## config.mk

```make
export PLATFORM = sky130hd
export DESIGN_NAME = epr_rsp_queue
export DESIGN_NICKNAME = d
export VERILOG_FILES = /design/src/design/epr_pkg.sv /design/src/design/epr_rsp_queue.sv
export SDC_FILE = /design/constraint.sdc
export NUM_CORES = 1
export LEC_CHECK = 0
export ABC_AREA = 1
export BUFFER_PORTS_ARGS = -buffer_cell sky130_fd_sc_hd__buf_2
export CAP_MARGIN = 40
export CORE_MARGIN = 5
export CORE_UTILIZATION = 55
export DETAILED_ROUTE_END_ITERATION = 12
export GPL_ROUTABILITY_DRIVEN = 1
export HOLD_SLACK_MARGIN = 0.1
export PLACE_DENSITY = 0.81
export SLEW_MARGIN = 20
export SYNTH_ARGS = -nofsm -noshare
export SYNTH_HDL_FRONTEND = slang
export SYNTH_SLANG_ARGS = --single-unit
export TNS_END_PERCENT = 100
```

## constraint.sdc

```tcl
create_clock -name clock -period 2.6 [get_ports clock]
set_input_delay 0.52 -clock clock [delete_from_list [all_inputs] [get_ports clock]]
set_output_delay 0.52 -clock clock [all_outputs]
set_load 0.01 [all_outputs]
```

## src/design/epr_pkg.sv

```systemverilog
// Shared types, constants and helpers for the e-paper refresh policy block.
package epr_pkg;

   localparam int MAX_FRAME_BYTES = 65536;
   localparam int COUNT_BITS      = 8;

   localparam int ADDR_W = $clog2(MAX_FRAME_BYTES);
   localparam int MEM_AW = ADDR_W + 1;
   localparam int POS_W  = $clog2(MAX_FRAME_BYTES + 1);
   localparam int FB_W   = 17;
   localparam int LEN_W  = (POS_W > FB_W) ? POS_W : FB_W;
   localparam int CMP_W  = COUNT_BITS + 9;
   localparam int IDX_W  = 3;

   localparam logic [COUNT_BITS-1:0] CNT_MAX = {COUNT_BITS{1'b1}};
   localparam logic [LEN_W-1:0]      LEN_MAX = LEN_W'(MAX_FRAME_BYTES);

   localparam logic [FB_W-1:0] FRAME_BYTES_RST = FB_W'(48000);
   localparam logic [7:0]      FAST_LIMIT_RST  = 8'd4;
   localparam logic [7:0]      PAGE_LIMIT_RST  = 8'd8;
   localparam logic [7:0]      CLEAN_LIMIT_RST = 8'd4;

   typedef enum logic [2:0] {
      CMD_BYTE       = 3'd0,
      CMD_PLAN       = 3'd1,
      CMD_COMMIT     = 3'd2,
      CMD_GRAY       = 3'd3,
      CMD_RESYNC     = 3'd4,
      CMD_INVALIDATE = 3'd5,
      CMD_RESTART    = 3'd6
   } cmd_type;

   typedef enum logic [1:0] {
      MODE_FULL = 2'd0,
      MODE_HALF = 2'd1,
      MODE_FAST = 2'd2
   } mode_type;

   typedef enum logic [IDX_W-1:0] {
      CSR_ENABLED     = 3'd0,
      CSR_FRAME_BYTES = 3'd1,
      CSR_FAST_CLEAN  = 3'd2,
      CSR_PAGE_CEIL   = 3'd3,
      CSR_CLEANS_FULL = 3'd4
   } csr_idx_type;

   typedef struct packed {
      logic [2:0] command;
      logic [7:0] pixel_byte;
      logic [1:0] mode_request;
      logic       hint;
      logic       inverted;
      logic       async_refresh;
      logic       allow_skip;
   } req_type;

   typedef struct packed {
      mode_type   out_mode;
      logic       skip;
      logic [7:0] fast_since_clean;
      logic [7:0] cleans_since_full;
      logic       gray_on_glass;
      logic       shadow_ok;
      logic       frame_ready;
   } rsp_type;

   typedef struct packed {
      logic              wr_en;
      logic [MEM_AW-1:0] wr_addr;
      logic [MEM_AW-1:0] rd_addr;
      logic [7:0]        data;
   } mem_req_type;

   function automatic logic [7:0] cnt_out(input logic [COUNT_BITS-1:0] c);
      logic [COUNT_BITS+7:0] wide;
      wide = {8'b0, c};
      return wide[7:0];
   endfunction

endpackage

```

## src/design/epr_rsp_queue.sv

```systemverilog
// Two-entry result queue between the policy logic and the response channel.
module epr_rsp_queue
   import epr_pkg::*;
(
   input  logic    clock,
   input  logic    reset,
   input  logic    push,
   input  rsp_type push_data,
   output logic    not_full,
   output logic    pop_valid,
   input  logic    pop_ready,
   output rsp_type pop_data
);

   rsp_type    entry_ff [2];
   logic       wr_ptr_ff, wr_ptr_in;
   logic       rd_ptr_ff, rd_ptr_in;
   logic [1:0] count_ff, count_in;
   logic       pop;

   assign not_full  = (count_ff != 2'd2);
   assign pop_valid = (count_ff != 2'd0);
   assign pop       = pop_valid && pop_ready;
   assign pop_data  = entry_ff[rd_ptr_ff];

   always_comb begin
      wr_ptr_in = push ? !wr_ptr_ff : wr_ptr_ff;
      rd_ptr_in = pop ? !rd_ptr_ff : rd_ptr_ff;
      count_in  = count_ff + {1'b0, push} - {1'b0, pop};
   end

   always_ff @(posedge clock) begin
      if (push) begin
         entry_ff[wr_ptr_ff] <= push_data;
      end
   end

   always_ff @(posedge clock) begin
      if (reset) begin
         wr_ptr_ff <= 1'b0;
         rd_ptr_ff <= 1'b0;
         count_ff  <= 2'd0;
      end else begin
         wr_ptr_ff <= wr_ptr_in;
         rd_ptr_ff <= rd_ptr_in;
         count_ff  <= count_in;
      end
   end

   a_no_overflow: assert property (@(posedge clock) disable iff (reset)
      push |-> not_full)
      else $error("result queue overflow");

   a_count_bounded: assert property (@(posedge clock) disable iff (reset)
      count_ff != 2'd3)
      else $error("result queue count out of range");

   a_ptr_count_agree: assert property (@(posedge clock) disable iff (reset)
      (count_ff == 2'd1) |-> (wr_ptr_ff != rd_ptr_ff))
      else $error("result queue pointers disagree with count");

endmodule

```

# After elaboration in Yosys (flattened, before gate mapping)

Memory sizes are Yosys's and may differ from the RTL's. A register that Yosys moved wholly into a read port is not among the register bits.
Cells that the tools add are included.

Register bits: 4
Memory bits (writable): 44
Bits of input ports: 26
Output and inout bits: 24
Logic and storage cells: 15
Memories: 1

Memories:

| memory   | depth | bits a word | rd ports | clocked after memory_dff | write ports | line                | source |
|---|---|---|---|---|---|---|---|
| entry_ff | 2     | 22          | 1        | 1                        | 1           | epr_rsp_queue.sv:15 | `rsp_type entry_ff [2];` |

Add/subtract/negate cells: 2
Equal/unequal tests: 1
Mux-type cells: 4
Reductions and logical operators: 4

Operators with widths:

| kind                                        | number |
|---|---|
| 1-bit two-way mux                           | 4 |
| 2-bit by 1-bit adder with 2-bit output      | 1 |
| 1-bit zero test                             | 2 |
| 2-bit != test, second input constant        | 1 |
| 2-bit nonzero test                          | 1 |
| 2-bit by 1-bit subtractor with 2-bit output | 1 |
| 1-bit logical AND                           | 1 |

# Longest topological paths before layout

Depth in word-level cells: 4
Gate-level depth with buffers: 10
Gate-level depth less buffers: 10

# Least setup slack after synthesis

OpenSTA, ideal clock, no wires.

Kind: input to register
Start: in push
End: mem entry_ff[0][0] (netlist name) (enable)
Library setup time: 0.401 ns
Data arrival time: 1.492 ns
Required time: 2.199 ns
Slack: 0.707 ns
Stages: 2
Path buffers: 0
Path through: inv_1 > nor2_1

Cells in the longest elaborated chain, start to end: 2

Ends and longest elaborated chain:

| element                                 | line                | source |
|---|---|---|
| start, declared                         | epr_rsp_queue.sv:7  | `input logic push,` |
| 1-bit two-way mux                       | epr_rsp_queue.sv:33 | `if (push) begin` |
| 1-bit two-way mux (not written as such) | epr_rsp_queue.sv:34 | `entry_ff[wr_ptr_ff] <= push_data;` |
| end, declared                           | epr_rsp_queue.sv:15 |  |

No other way between the ends.

==> run summary <==
I/O Pins - 50
Commonest non-fill, non-tap cell in the layout - buf_2
Die H - 67.7 microns
Yosys cell types - 11
WP data required - 2.08 ns
Post-synthesis compound-gate area fraction - 0.273%
Clock buffer depth - 2
Max Slew Vio Count - 0
N_diodes - 0
Multiplexer share of the synthesized area - 13.5%
First-pass iteration count of the detailed router - 4
CTS tree - done
Worst Setup End Kind - primary output
Pin count of the biggest net entering global routing - 23
GRT overflow - 0
Fin util - 68.3%
Die footprint - 0.00458 sq mm
Post-Route WL - 3010 microns
Share of cells above drive strength 1 - 51.2%
RSZ-0062 raised after global routing - no
Syn_nets - 132
Total Power - 0.00191 W
Crit share post-route - 77.8%
Total GRT Usage - 15.1%
Relative slew margins - 64.6%
DRT iter0 DRCs - 20
Worst-Margin Slew - 0.531 ns
Main combinational cell family by area after synthesis - multiplexers
FF+latch count, synth - 49
Core area - 0.00328 sq mm
Crit path launch type - flop
Max capacitance violation total - 0
CP Data Arrival Time - 1.50 ns
Clock Latency Late Sink - 0.37 ns
Final min period - 2.02 ns
Post-synthesis area per instance - 17.6 sq um
First-pass GRT wire length - 4750 microns
Remaining DRCs - 0
Fill cell count - 222
CP Class - reg2out
Crit-path max FO - 22
TritonCTS Buffers - 5
Site Rows - 21
Fin. Hold Viols - 0
Adder-Cell Fraction of Synth Area - 1.37%
Antenna viol nets, final - 0
Gpl congestion - 0.743
Yosys Warn Count - 0
Static Leak - 0.900 nW
Nets - 189
Initial core utilization - 55.7%
Clock transition at path regs - 0.14 ns
Sequential area share after synthesis - 77.6%
Setup TNS - 0 ns
H-tree Lvls - 2
Cell Area, Synth - 0.00183 sq mm
PortBufs - 49
CTS root buf - clkbuf_4
PwrDens - 852 mW/mm^2
Worst VDD drop - 0.574 mV
Area growth from synthesis to layout - 22.5%
Setup bufs post-CTS - 0
Cts hold-fix bufs - 0
Achievable clock frequency - 494 MHz
Status - completed
Hold Path Class - in2reg
DP Wirelength - 2190 microns
Initial antenna violation count - 0
Final setup vio count - 0
Vias per inst - 4.81
Commonest non-fill, non-tap cells in the layout - buf_2 (49), edfxtp_1 (44), mux2_2 (22), inv_1 (9), nor2_1 (8)
Synth Area in Simple Gates - 4.10%
Vias in the first global route - 1,070
Setup Skew - 0.00886 ns
Mean routed wirelength per cell - 14.5 microns
Cell count after synthesis - 104
Die Wd - 67.7 microns
Post-CTS sizing - 0
Vias - 1,001
Synth Area in XOR/XNOR - 0%
Sinks on the clock net - 49
cell usage after synthesis:
library cell | count | area share, %
edfxtp_1 | 44 | 72
buf_6 | 2 | 1.2
inv_1 | 9 | 1.8
nand3_1 | 2 | 0.55
ha_1 | 2 | 1.4
nor2_1 | 9 | 1.8
nor3_1 | 1 | 0.27
a21oi_1 | 1 | 0.27
mux2_2 | 22 | 14
nand2_1 | 7 | 1.4
dfxtp_1 | 5 | 5.5
final cells by class:
type	count	area, sq um	share of cell area, %
Tap cell	46	57.6	2.57
Inverter	9	33.8	1.51
Multi-Input combinational cell	44	355	15.8
Clock inverter	3	68.8	3.07
Timing Repair Buffer	52	268	11.9
Clock buffer	5	37.5	1.67
Sequential cell	49	1420	63.4
kinds of logic after synthesis:
| logic type | after synthesis |
|---|---|
| AO/OA/AOI/OAI | 1 |
| adder cells (fa/ha/maj) | 2 |
| buffers and inverters | 11 |
| flip-flops | 49 |
| multiplexers | 22 |
| AND/OR/NAND/NOR | 19 |
stage by stage:
| stage | setup slack [ns] | hold WS, ns | instance area, sq um | std cells |
|---|---|---|---|---|
| floorplan | 0.707 | 0.467 | 1830 | 104 |
| global placement | 0.894 | 0.491 | 2140 | 200 |
| detailed placement | 0.830 | 0.507 | 2140 | 200 |
| CTS | 0.557 | 0.323 | 2240 | 208 |
| global route | 0.494 | 0.300 | 2240 | 208 |
| finish | 0.576 | 0.332 | 2240 | 208 |
report_power, final:
part	internal [W]	switching [W]	leakage, nW
registers	0.000923	0.0000225	0.454
logic	0.000201	0.000228	0.389
clock network	0.000303	0.000232	0.0558
sequential cells by signal, indices dropped and copies added (netlist names), named ones only:
register / cells
count_ff: 2
entry_ff: 44
rd_ptr_ff: 1
wr_ptr_ff: 1
layer usage:
metal	wire length [microns]	global-route usage (%)	part of all wire, %
met2	1720	26.9	57
met3	202	5.32	6.7
met4	76	9.11	2.5
met5	0	0	0
met1	1010	14.8	34
critical path: stages (launching register included):
cell     delay (ns)
dfxtp_1        0.33
buf_4          0.28
mux2_2         0.38
buf_2          0.15
worst paths after layout:
kind	startpoint	endpoint	slack, ns	cells after the start
worst max-delay path	flop	pop_data[12]	0.58	3
worst min-delay path	push_data[16]	entry_ff[1][16]	0.33	1
worst max register to register	count_ff[1]	count_ff[1]	1.12	8
worst min register to register	wr_ptr_ff	wr_ptr_ff	0.53	2
(Power assumes the default switching activity.)
