**src/design/epr_pkg.sv**
```systemverilog
// Shared types, constants and helpers for the e-paper refresh policy block.
package epr_pkg;

   localparam int MAX_FRAME_BYTES = 65536;
   localparam int COUNT_BITS      = 8;

   localparam int ADDR_W = $clog2(MAX_FRAME_BYTES);
   localparam int MEM_AW = ADDR_W + 1;
   localparam int POS_W  = $clog2(MAX_FRAME_BYTES + 1);
   localparam int FB_W   = 17;
   localparam int LEN_W  = (POS_W > FB_W) ? POS_W : FB_W;
   localparam int CMP_W  = COUNT_BITS + 9;
   localparam int IDX_W  = 3;

   localparam logic [COUNT_BITS-1:0] CNT_MAX = {COUNT_BITS{1'b1}};
   localparam logic [LEN_W-1:0]      LEN_MAX = LEN_W'(MAX_FRAME_BYTES);

   localparam logic [FB_W-1:0] FRAME_BYTES_RST = FB_W'(48000);
   localparam logic [7:0]      FAST_LIMIT_RST  = 8'd4;
   localparam logic [7:0]      PAGE_LIMIT_RST  = 8'd8;
   localparam logic [7:0]      CLEAN_LIMIT_RST = 8'd4;

   typedef enum logic [2:0] {
      CMD_BYTE       = 3'd0,
      CMD_PLAN       = 3'd1,
      CMD_COMMIT     = 3'd2,
      CMD_GRAY       = 3'd3,
      CMD_RESYNC     = 3'd4,
      CMD_INVALIDATE = 3'd5,
      CMD_RESTART    = 3'd6
   } cmd_type;

   typedef enum logic [1:0] {
      MODE_FULL = 2'd0,
      MODE_HALF = 2'd1,
      MODE_FAST = 2'd2
   } mode_type;

   typedef enum logic [IDX_W-1:0] {
      CSR_ENABLED     = 3'd0,
      CSR_FRAME_BYTES = 3'd1,
      CSR_FAST_CLEAN  = 3'd2,
      CSR_PAGE_CEIL   = 3'd3,
      CSR_CLEANS_FULL = 3'd4
   } csr_idx_type;

   typedef struct packed {
      logic [2:0] command;
      logic [7:0] pixel_byte;
      logic [1:0] mode_request;
      logic       hint;
      logic       inverted;
      logic       async_refresh;
      logic       allow_skip;
   } req_type;

   typedef struct packed {
      mode_type   out_mode;
      logic       skip;
      logic [7:0] fast_since_clean;
      logic [7:0] cleans_since_full;
      logic       gray_on_glass;
      logic       shadow_ok;
      logic       frame_ready;
   } rsp_type;

   typedef struct packed {
      logic              wr_en;
      logic [MEM_AW-1:0] wr_addr;
      logic [MEM_AW-1:0] rd_addr;
      logic [7:0]        data;
   } mem_req_type;

   function automatic logic [7:0] cnt_out(input logic [COUNT_BITS-1:0] c);
      logic [COUNT_BITS+7:0] wide;
      wide = {8'b0, c};
      return wide[7:0];
   endfunction

endpackage

```
**src/design/epr_policy.sv**
```systemverilog
// Refresh policy control state, configuration registers and result formation.
module epr_policy
   import epr_pkg::*;
(
   input  logic             clock,
   input  logic             reset,
   input  logic             csr_write,
   input  logic [IDX_W-1:0] csr_index,
   input  logic [FB_W-1:0]  csr_wdata,
   input  logic             req_fire,
   input  req_type          req,
   input  logic             mismatch,
   output mem_req_type      mem_req,
   output rsp_type          rsp
);

   logic                  enabled_ff, enabled_in;
   logic [FB_W-1:0]       frame_bytes_ff, frame_bytes_in;
   logic [7:0]            fast_clean_ff, fast_clean_in;
   logic [7:0]            page_ceil_ff, page_ceil_in;
   logic [7:0]            cleans_full_ff, cleans_full_in;

   logic                  bank_ff, bank_in;
   logic [POS_W-1:0]      pos_ff, pos_in;
   logic                  differs_ff, differs_in;
   logic                  complete_ff, complete_in;
   logic                  shadow_valid_ff, shadow_valid_in;
   logic                  polarity_ff, polarity_in;
   logic                  gray_ff, gray_in;
   logic                  first_ff, first_in;
   logic [COUNT_BITS-1:0] fast_cnt_ff, fast_cnt_in;
   logic [COUNT_BITS-1:0] clean_cnt_ff, clean_cnt_in;

   logic [LEN_W-1:0]      fb_ext;
   logic [LEN_W-1:0]      frame_len;
   logic [LEN_W-1:0]      pos_ext;
   logic                  byte_take;
   logic                  restart;
   logic                  differs_now;
   mode_type              mode_eff;
   mode_type              plan_mode;
   logic                  plan_skip;
   logic                  fast_hit_ui;
   logic                  fast_hit_page;
   logic                  clean_hit;
   logic                  is_plan;
   logic [POS_W-1:0]      pos_next;

   // effective frame length, clamped to [1, MAX_FRAME_BYTES]
   always_comb begin
      fb_ext = LEN_W'(frame_bytes_ff);
      if (frame_bytes_ff == '0) begin
         frame_len = LEN_W'(1);
      end else if (fb_ext > LEN_MAX) begin
         frame_len = LEN_MAX;
      end else begin
         frame_len = fb_ext;
      end
   end

   assign pos_ext  = LEN_W'(pos_ff);
   assign pos_next = pos_ff + POS_W'(1);

   always_comb begin
      if (req.mode_request == MODE_FAST) begin
         mode_eff = MODE_FAST;
      end else if (req.mode_request == MODE_HALF) begin
         mode_eff = MODE_HALF;
      end else begin
         mode_eff = MODE_FULL;
      end
   end

   // forward the compare of a byte still in flight
   assign differs_now = differs_ff || mismatch;

   assign fast_hit_ui   = ({8'b0, fast_cnt_ff} >= {{COUNT_BITS{1'b0}}, fast_clean_ff});
   assign fast_hit_page = ({8'b0, fast_cnt_ff} >= {{COUNT_BITS{1'b0}}, page_ceil_ff});

   always_comb begin
      plan_mode = mode_eff;
      clean_hit = 1'b0;
      if (enabled_ff) begin
         if (mode_eff == MODE_FAST) begin
            if (first_ff || (!req.hint && gray_ff) || (!req.hint && fast_hit_ui) ||
                (req.hint && fast_hit_page)) begin
               plan_mode = MODE_HALF;
            end
         end
         clean_hit = ({9'b0, clean_cnt_ff} + CMP_W'(1)) >=
                     {{COUNT_BITS{1'b0}}, 1'b0, cleans_full_ff};
         if (plan_mode == MODE_HALF && cleans_full_ff != 8'd0 && clean_hit) begin
            plan_mode = MODE_FULL;
         end
      end
      plan_skip = enabled_ff && plan_mode == MODE_FAST && !req.hint && !req.async_refresh &&
                  req.allow_skip && shadow_valid_ff && (polarity_ff == req.inverted) &&
                  complete_ff && !differs_now;
   end

   always_comb begin
      enabled_in      = enabled_ff;
      frame_bytes_in  = frame_bytes_ff;
      fast_clean_in   = fast_clean_ff;
      page_ceil_in    = page_ceil_ff;
      cleans_full_in  = cleans_full_ff;
      bank_in         = bank_ff;
      pos_in          = pos_ff;
      complete_in     = complete_ff;
      shadow_valid_in = shadow_valid_ff;
      polarity_in     = polarity_ff;
      gray_in         = gray_ff;
      first_in        = first_ff;
      fast_cnt_in     = fast_cnt_ff;
      clean_cnt_in    = clean_cnt_ff;
      restart         = 1'b0;
      byte_take       = 1'b0;
      is_plan         = 1'b0;

      if (csr_write) begin
         case (csr_idx_type'(csr_index))
            CSR_ENABLED:     enabled_in = csr_wdata[0];
            CSR_FRAME_BYTES: begin
               frame_bytes_in  = csr_wdata;
               restart         = 1'b1;
               shadow_valid_in = 1'b0;
            end
            CSR_FAST_CLEAN:  fast_clean_in  = csr_wdata[7:0];
            CSR_PAGE_CEIL:   page_ceil_in   = csr_wdata[7:0];
            CSR_CLEANS_FULL: cleans_full_in = csr_wdata[7:0];
            default: ;
         endcase
      end

      if (req_fire) begin
         case (cmd_type'(req.command))
            CMD_BYTE: begin
               if (!complete_ff && pos_ext < frame_len) begin
                  byte_take = 1'b1;
                  pos_in    = pos_next;
                  if (LEN_W'(pos_next) >= frame_len) begin
                     complete_in = 1'b1;
                  end
               end
            end
            CMD_PLAN: is_plan = 1'b1;
            CMD_COMMIT: begin
               if (enabled_ff) begin
                  first_in = 1'b0;
                  if (mode_eff == MODE_FAST) begin
                     fast_cnt_in = (fast_cnt_ff == CNT_MAX) ? CNT_MAX
                                                            : fast_cnt_ff + COUNT_BITS'(1);
                  end else if (mode_eff == MODE_HALF) begin
                     fast_cnt_in  = '0;
                     clean_cnt_in = (clean_cnt_ff == CNT_MAX) ? CNT_MAX
                                                              : clean_cnt_ff + COUNT_BITS'(1);
                     gray_in      = 1'b0;
                  end else begin
                     fast_cnt_in  = '0;
                     clean_cnt_in = '0;
                     gray_in      = 1'b0;
                  end
                  if (req.async_refresh || !complete_ff) begin
                     shadow_valid_in = 1'b0;
                  end else begin
                     bank_in         = !bank_ff;
                     shadow_valid_in = 1'b1;
                     polarity_in     = req.inverted;
                     restart         = 1'b1;
                  end
               end
            end
            CMD_GRAY: begin
               if (enabled_ff) begin
                  gray_in = 1'b1;
               end
            end
            CMD_RESYNC: begin
               if (enabled_ff) begin
                  if (!complete_ff) begin
                     shadow_valid_in = 1'b0;
                  end else begin
                     bank_in         = !bank_ff;
                     shadow_valid_in = 1'b1;
                     polarity_in     = req.inverted;
                     restart         = 1'b1;
                  end
               end
            end
            CMD_INVALIDATE: shadow_valid_in = 1'b0;
            CMD_RESTART:    restart = 1'b1;
            default: ;
         endcase
      end

      if (restart) begin
         pos_in      = '0;
         complete_in = 1'b0;
      end
      // a restart drops a compare still in flight from the old load
      differs_in = restart ? 1'b0 : differs_now;
   end

   always_ff @(posedge clock) begin
      if (reset) begin
         enabled_ff      <= 1'b1;
         frame_bytes_ff  <= FRAME_BYTES_RST;
         fast_clean_ff   <= FAST_LIMIT_RST;
         page_ceil_ff    <= PAGE_LIMIT_RST;
         cleans_full_ff  <= CLEAN_LIMIT_RST;
         bank_ff         <= 1'b0;
         pos_ff          <= '0;
         differs_ff      <= 1'b0;
         complete_ff     <= 1'b0;
         shadow_valid_ff <= 1'b0;
         polarity_ff     <= 1'b0;
         gray_ff         <= 1'b0;
         first_ff        <= 1'b1;
         fast_cnt_ff     <= '0;
         clean_cnt_ff    <= '0;
      end else begin
         enabled_ff      <= enabled_in;
         frame_bytes_ff  <= frame_bytes_in;
         fast_clean_ff   <= fast_clean_in;
         page_ceil_ff    <= page_ceil_in;
         cleans_full_ff  <= cleans_full_in;
         bank_ff         <= bank_in;
         pos_ff          <= pos_in;
         differs_ff      <= differs_in;
         complete_ff     <= complete_in;
         shadow_valid_ff <= shadow_valid_in;
         polarity_ff     <= polarity_in;
         gray_ff         <= gray_in;
         first_ff        <= first_in;
         fast_cnt_ff     <= fast_cnt_in;
         clean_cnt_ff    <= clean_cnt_in;
      end
   end

   always_comb begin
      mem_req.wr_en   = byte_take;
      mem_req.wr_addr = {!bank_ff, pos_ff[ADDR_W-1:0]};
      mem_req.rd_addr = {bank_ff, pos_ff[ADDR_W-1:0]};
      mem_req.data    = req.pixel_byte;
   end

   always_comb begin
      rsp.out_mode          = is_plan ? plan_mode : MODE_FULL;
      rsp.skip              = is_plan && plan_skip;
      rsp.fast_since_clean  = cnt_out(fast_cnt_in);
      rsp.cleans_since_full = cnt_out(clean_cnt_in);
      rsp.gray_on_glass     = gray_in;
      rsp.shadow_ok         = shadow_valid_in;
      rsp.frame_ready       = complete_in;
   end

   a_complete_has_bytes: assert property (@(posedge clock) disable iff (reset)
      complete_ff |-> pos_ff != '0)
      else $error("frame complete with no bytes loaded");

   a_write_only_while_loading: assert property (@(posedge clock) disable iff (reset)
      mem_req.wr_en |-> (req_fire && !complete_ff && pos_ext < frame_len))
      else $error("frame store written outside a load");

   a_shadow_from_full_frame: assert property (@(posedge clock) disable iff (reset)
      $rose(shadow_valid_ff) |-> $past(complete_ff))
      else $error("shadow validated from an incomplete frame");

   a_swap_restarts_load: assert property (@(posedge clock) disable iff (reset)
      (bank_ff != $past(bank_ff)) |-> (pos_ff == '0 && !complete_ff && !differs_ff))
      else $error("bank swap did not restart the frame load");

endmodule

```
**config.mk**
```make
export PLATFORM = sky130hd
export DESIGN_NAME = epr_policy
export DESIGN_NICKNAME = d
export VERILOG_FILES = /design/src/design/epr_pkg.sv /design/src/design/epr_policy.sv
export SDC_FILE = /design/constraint.sdc
export NUM_CORES = 1
export LEC_CHECK = 0
export ABC_AREA = 0
export BUFFER_PORTS_ARGS = -buffer_cell sky130_fd_sc_hd__buf_2
export CAP_MARGIN = 20
export CORE_MARGIN = 4
export CORE_UTILIZATION = 50
export DETAILED_ROUTE_END_ITERATION = 8
export MAX_ROUTING_LAYER = met4
export PLACE_DENSITY = 0.81
export SLEW_MARGIN = 20
export SYNTH_ARGS = -nofsm -noshare
export SYNTH_HDL_FRONTEND = slang
export SYNTH_SLANG_ARGS = --single-unit
```
**constraint.sdc**
```tcl
create_clock -name clock -period 4.3 [get_ports clock]
set_input_delay 0.215 -clock clock [delete_from_list [all_inputs] [get_ports clock]]
set_output_delay 0.215 -clock clock [all_outputs]
set_load 0.03 [all_outputs]
```
=== Word level (Yosys, flattened, before mapping) ===
Index checks and enable logic that the tools add are counted.

* Register bits after elaboration: 82
* Latch bits: 0
* Bits in writable memories: 0
* ROM bits: 0
* Bits of input ports: 42
* Output and inout bits: 65
* Logic and storage cells: 149
* Memories: 0

* Add/sub/neg operators: 4
* $mul: 0
* Div/mod/pow operators: 0
* Magnitude comparators: 6
* Equality and inequality tests: 23
* Shifts and indexed selects: 0
* Mux-type cells: 62
* Bitwise logic cells: 0
* Reductions and logical operators: 39

{| class="wikitable"
|+ Operators with widths
! kind !! count
|-
| $mux W8 || 11
|-
| $mux W1 || 37
|-
| $mux W17 || 2
|-
| $add A17 B1 Y17 const B || 1
|-
| $ge A17 B17 Y1 || 1
|-
| $gt A17 B17 Y1 const B || 1
|-
| $logic_not A17 Y1 || 1
|-
| $lt A17 B17 Y1 || 1
|-
| $add A8 B1 Y8 const B || 2
|-
| $eq A8 B8 Y1 const B || 2
|-
| $ge A8 B8 Y1 || 2
|-
| $logic_and A1 B1 Y1 || 15
|-
| $mux W2 || 7
|-
| $eq A3 B2 Y1 const B || 4
|-
| $eq A3 B3 Y1 const B || 4
|-
| $reduce_and A2 Y1 || 5
|-
| $add A8 B1 Y9 const B || 1
|-
| $ge A9 B8 Y1 || 1
|-
| $ne A2 B2 Y1 const B || 4
|-
| $reduce_bool A8 Y1 || 1
|-
| $eq A2 B1 Y1 const B || 3
|-
| $eq A2 B2 Y1 const B || 3
|-
| $eq A3 B1 Y1 const B || 2
|-
| $logic_not A3 Y1 || 2
|-
| other kinds (9) || 21
|}

=== Depth between registers and ports, before layout ===
* Depth in word-level cells: 23
* Mapped depth: 15
* Gate-level depth less buffers: 13

=== Worst setup path after synthesis ===
No wires, ideal clock.

* Path kind: reg2out
* Start: register pos_ff[0] (netlist: pos_ext[0])
* End: output port rsp[0] (netlist name)
* Data arrival time: 3093 ps
* Required time: 4085 ps
* Setup slack: 992 ps
* Stages on the path, launching flop included: 14
* Path buffers: 2
* Cells stage by stage: dfxtp_1 -> ha_1 -> nand3_2 -> or2_1 -> buf_6 -> or3_4 -> xnor2_1 -> ha_1 -> a21oi_1 -> o21ai_0 -> or4_1 -> a21oi_1 -> nor3_1 -> buf_4

* Cells in the longest elaborated chain, start to end: 7
* Elaborated cells between the ends (all ways): 9
* Those cells by class: add/sub (1); order compare (2); mux (5); reduce/logical (1)

{| class="wikitable"
|+ RTL lines
! what !! line !! text
|-
| start: declaration || epr_policy.sv:24 || <nowiki>logic [POS_W-1:0] pos_ff, pos_in;</nowiki>
|-
| start signal: assignment || epr_policy.sv:228 || <nowiki>pos_ff <= pos_in;</nowiki>
|-
| $add A17 B1 Y17 || epr_policy.sv:62 || <nowiki>assign pos_next = pos_ff + POS_W'(1);</nowiki>
|-
| named net pos_next[10] || epr_policy.sv:47 || <nowiki>logic [POS_W-1:0] pos_next;</nowiki>
|-
| $ge A17 B17 Y1 || epr_policy.sv:141 || <nowiki>if (LEN_W'(pos_next) >= frame_len) begin</nowiki>
|-
| $mux W1 || epr_policy.sv:141 ||
|-
| $mux W1 || epr_policy.sv:138 || <nowiki>if (!complete_ff && pos_ext < frame_len) begin</nowiki>
|-
| $mux W1 || epr_policy.sv:136 || <nowiki>case (cmd_type'(req.command))</nowiki>
|-
| $mux W1 || epr_policy.sv:135 || <nowiki>if (req_fire) begin</nowiki>
|-
| $mux W1 || epr_policy.sv:196 || <nowiki>if (restart) begin</nowiki>
|-
| end: declaration || epr_policy.sv:14 || <nowiki>output rsp_type rsp</nowiki>
|}

The timed path passes the listed nets, and every way through them passes these cells.

==> impl_results.md <==
* Ports at 107
* Final nets at 865
* Initial antenna violation count at 0
* PD cells at roughly 270 nW/um2
* Slew Limit Fails at 0
* HP Class: in -> reg
* Dpl cells at roughly 890
* Cell area after synthesis at roughly 5700 um2
* Dpl hpwl at 10.3 mm
* All-Layer GR Usage at between 20 and 25%
* Slowest CP cell: or4_1
* Net Count, Synth at about 830
* CTS Hold Bufs at 0
* Max-Cap Viols at 0
* Num Clock Sinks at between 80 and 90
* WP data required at just over 4000 ps
* Final std cells w/o fill at slightly above 900
* WL/cell at between 15 and 20 um
* # resized after CTS at 0
* Unrepaired setup endpoints after global routing: false
* CTS max path bufs at 2
* Crit path buf inv count at 1
* Final setup vio count at 0
* Sequential share of the synthesized area at around 29%
* ANT nets after route at 0
* First-pass GRT wire length at 22.8 mm
* Syn_area_per_cell at 7.84 um2
* Worst Path Max Fanout at 8
* DIE AREA at 13200 um2
* Top-area cell type share of the netlist area at between 20 and 30%
* DR iter-0 viols at 437
* Total CTS buffers at 9
* VDD IR max at 198 uV
* Starting Density at approximately half
* Root buf cell: clkbuf_16
* Rel. slew slack at roughly three fifths
* Ratio of cells with drive above 1 in the final layout at approximately 16%
* Area growth syn-to-layout at 7.60%
* Die width at 115 um
* First drt pass iteration count at 5
* WP data arrival at ~3700 ps
* CP cell instances: ha_1 -> nand3_2 -> or2_1 -> or3_4 -> xnor2_1 -> ha_1 -> a21oi_1 -> o21ai_0 -> or4_1 -> a21oi_1 -> nor3_1 -> buf_2
* Via/cell ratio at 5.68
* Postcts setup bufs at 0
* Post-synth EDFFs at 0
* Global route overflow at 0
* Critical Path Max Stage Delay at about 520 ps
* CTS clock-pin slew for the worst setup and hold paths at roughly 70 ps
* Vias in the first global route at between 4000 and 5000
* Synth area leaders: dfxtp_1 29%, ha_1 13%, nand2_1 8.5%, a21oi_1 7.1%, buf_4 5.9%
* Worst-margin pin slew at between 600 and 700 ps
* Switching fraction of total power at between 20% and 30%
* Clock Latency Late Sink at ~350 ps
* H-tree lvl count at 3
* Crit. End Element: output pin
* WL final at between 10 and 15 mm
* Distinct cells, synth at 60
* Final hold viol count at 0
* IO Port Bufs at 90
* Final Skew at ~8.6 ps
* Fraction of registers with async set/reset at 0%
* Warnings from Yosys at 0
* Top_reg_cell synth: dfxtp_1
* Largest area contributor in the netlist: dfxtp_1
* Fin crit period at 3930 ps
* FP Rows at 38
* FF+latch count, synth at 82
* Clock group share of total power at a little under half
* Tcrit/Tclk final at between 90% and 100%
* Mapped Cells at 730
* Die height at between 100 and 150 um
* Top post-synthesis cells by count: 130 x nand2_1, 82 x dfxtp_1, 81 x a21oi_1, 61 x ha_1, 45 x buf_4
* Internal power at between 1000 and 1500 uW
* Worst path top cell family by delay: simple AND/OR/NAND/NOR gates
* Most common cell in the netlist: nand2_1
* Switching pwr at between 400 and 500 uW
* Setup CP Type: reg -> out
* CP startpoint kind: flop
* Power share of the combinational group at 7.6%
* Flop pwr share at between 40% and 50%
* Fmax at between 200 and 300 MHz
* Routability congestion estimate at ~0.92
* Status: completed
* Leakage power at roughly 0.0027 uW
* Largest net degree at the start of global routing at 52
* Number of remaining DRC errors at 0
* Vias at about 5200
* Setup TNS at 0 ps
* N_diodes at 0
* Core ar. at roughly 11000 um2
* CTS tree: done
* # fillers at between 1000 and 1500
[cells in the final DEF (no fill, tap or decap), types with 20 or more instances in the layout]
cell type    n
nand2_1    130
buf_2       90
dfxtp_1     82
a21oi_1     81
ha_1        61
inv_1       35
nor2_1      27
o21ai_0     26
nor2b_1     24
nand3_1     20
[cell families after synthesis]
logic type	count (synthesis)	synth area share, %
AND/OR/NAND/NOR	287	25.4
AO/OA/AOI/OAI	168	17.8
buffers and inverters	108	11.2
flip-flops	82	28.7
adder cells (fa/ha/maj)	61	13.3
XOR/XNOR	23	3.52
multiplexers	1	0.175
[stage by stage]
step	total power [uW]	cell area, um2	setup WS, ps	hold WS, ps	utilization (%)
2_1_floorplan	892	5730	992	333	-
3_3_place_gp	919	5870	847	430	53.2
3_5_place_dp	922	5870	752	430	53.2
4_1_cts	1680	6160	364	68.8	55.9
5_1_grt	1720	6160	123	77.9	55.9
6_report	1660	6160	373	81.5	55.9
[worst paths after layout]
check / startpoint / endpoint / slack [ps] / cells after the start
min: csr_wdata[8] / fb_ext[8] / 80 / 3
max reg2reg: fb_ext[7] / pos_ext[2] / 970 / 11
max: pos_ext[0] / rsp[0] / 370 / 12
min reg2reg: fast_clean_ff[4] / fast_clean_ff[4] / 450 / 2
[power by group through the flow]
stage	registers (uW)	clock network (uW)	logic [uW]
after global placement	797	0	122
after floorplan	794	0	98.1
after detailed placement	798	0	124
after CTS	780	773	125
after global routing	782	802	141
final	780	755	126
[state kept, by name, indices dropped and copies added, names as in the netlist]
register and flops:
fb_ext 17, pos_ext 17, clean_cnt_ff 8, bank_ff 1
polarity_ff 1, complete_ff 1, page_ceil_ff 8, gray_ff 1
shadow_valid_ff 1, fast_clean_ff 8, differs_ff 1, first_ff 1
enabled_ff 1, cleans_full_ff 8, fast_cnt_ff 8
[cell type report]
cell class | count | area [um2] | area share (%)
multi-input combinational | 540 | 3440 | 55.9
sequential | 82 | 1640 | 26.6
timing repair buffer | 94 | 480 | 7.80
clock buffer | 10 | 239 | 3.88
tap | 140 | 175 | 2.84
inverter | 35 | 131 | 2.13
clock inverter | 6 | 48.8 | 0.792
[worst register-to-register path, cell delays in order (launching register included)]
cell	delay (ps)
dfxtp_1	340
nor4_1	300
nand4_1	150
nand2_1	240
nand2_1	140
ha_1	300
a21o_1	180
a21oi_1	140
a211oi_1	100
o31a_2	550
or4_2	670
a21oi_1	150
[routing by layer]
layer | share of wire (%) | global-route usage, % | vias up
met3 | 5.4 | 5.11 | 20
met4 | 1.7 | 7.28 | 0
met1 | 47 | 28.8 | 2370
met5 | 0 | - | -
met2 | 46 | 33.3 | 163
li1 | - | - | 2597
No activity file was read; power rests on OpenSTA's default activity.
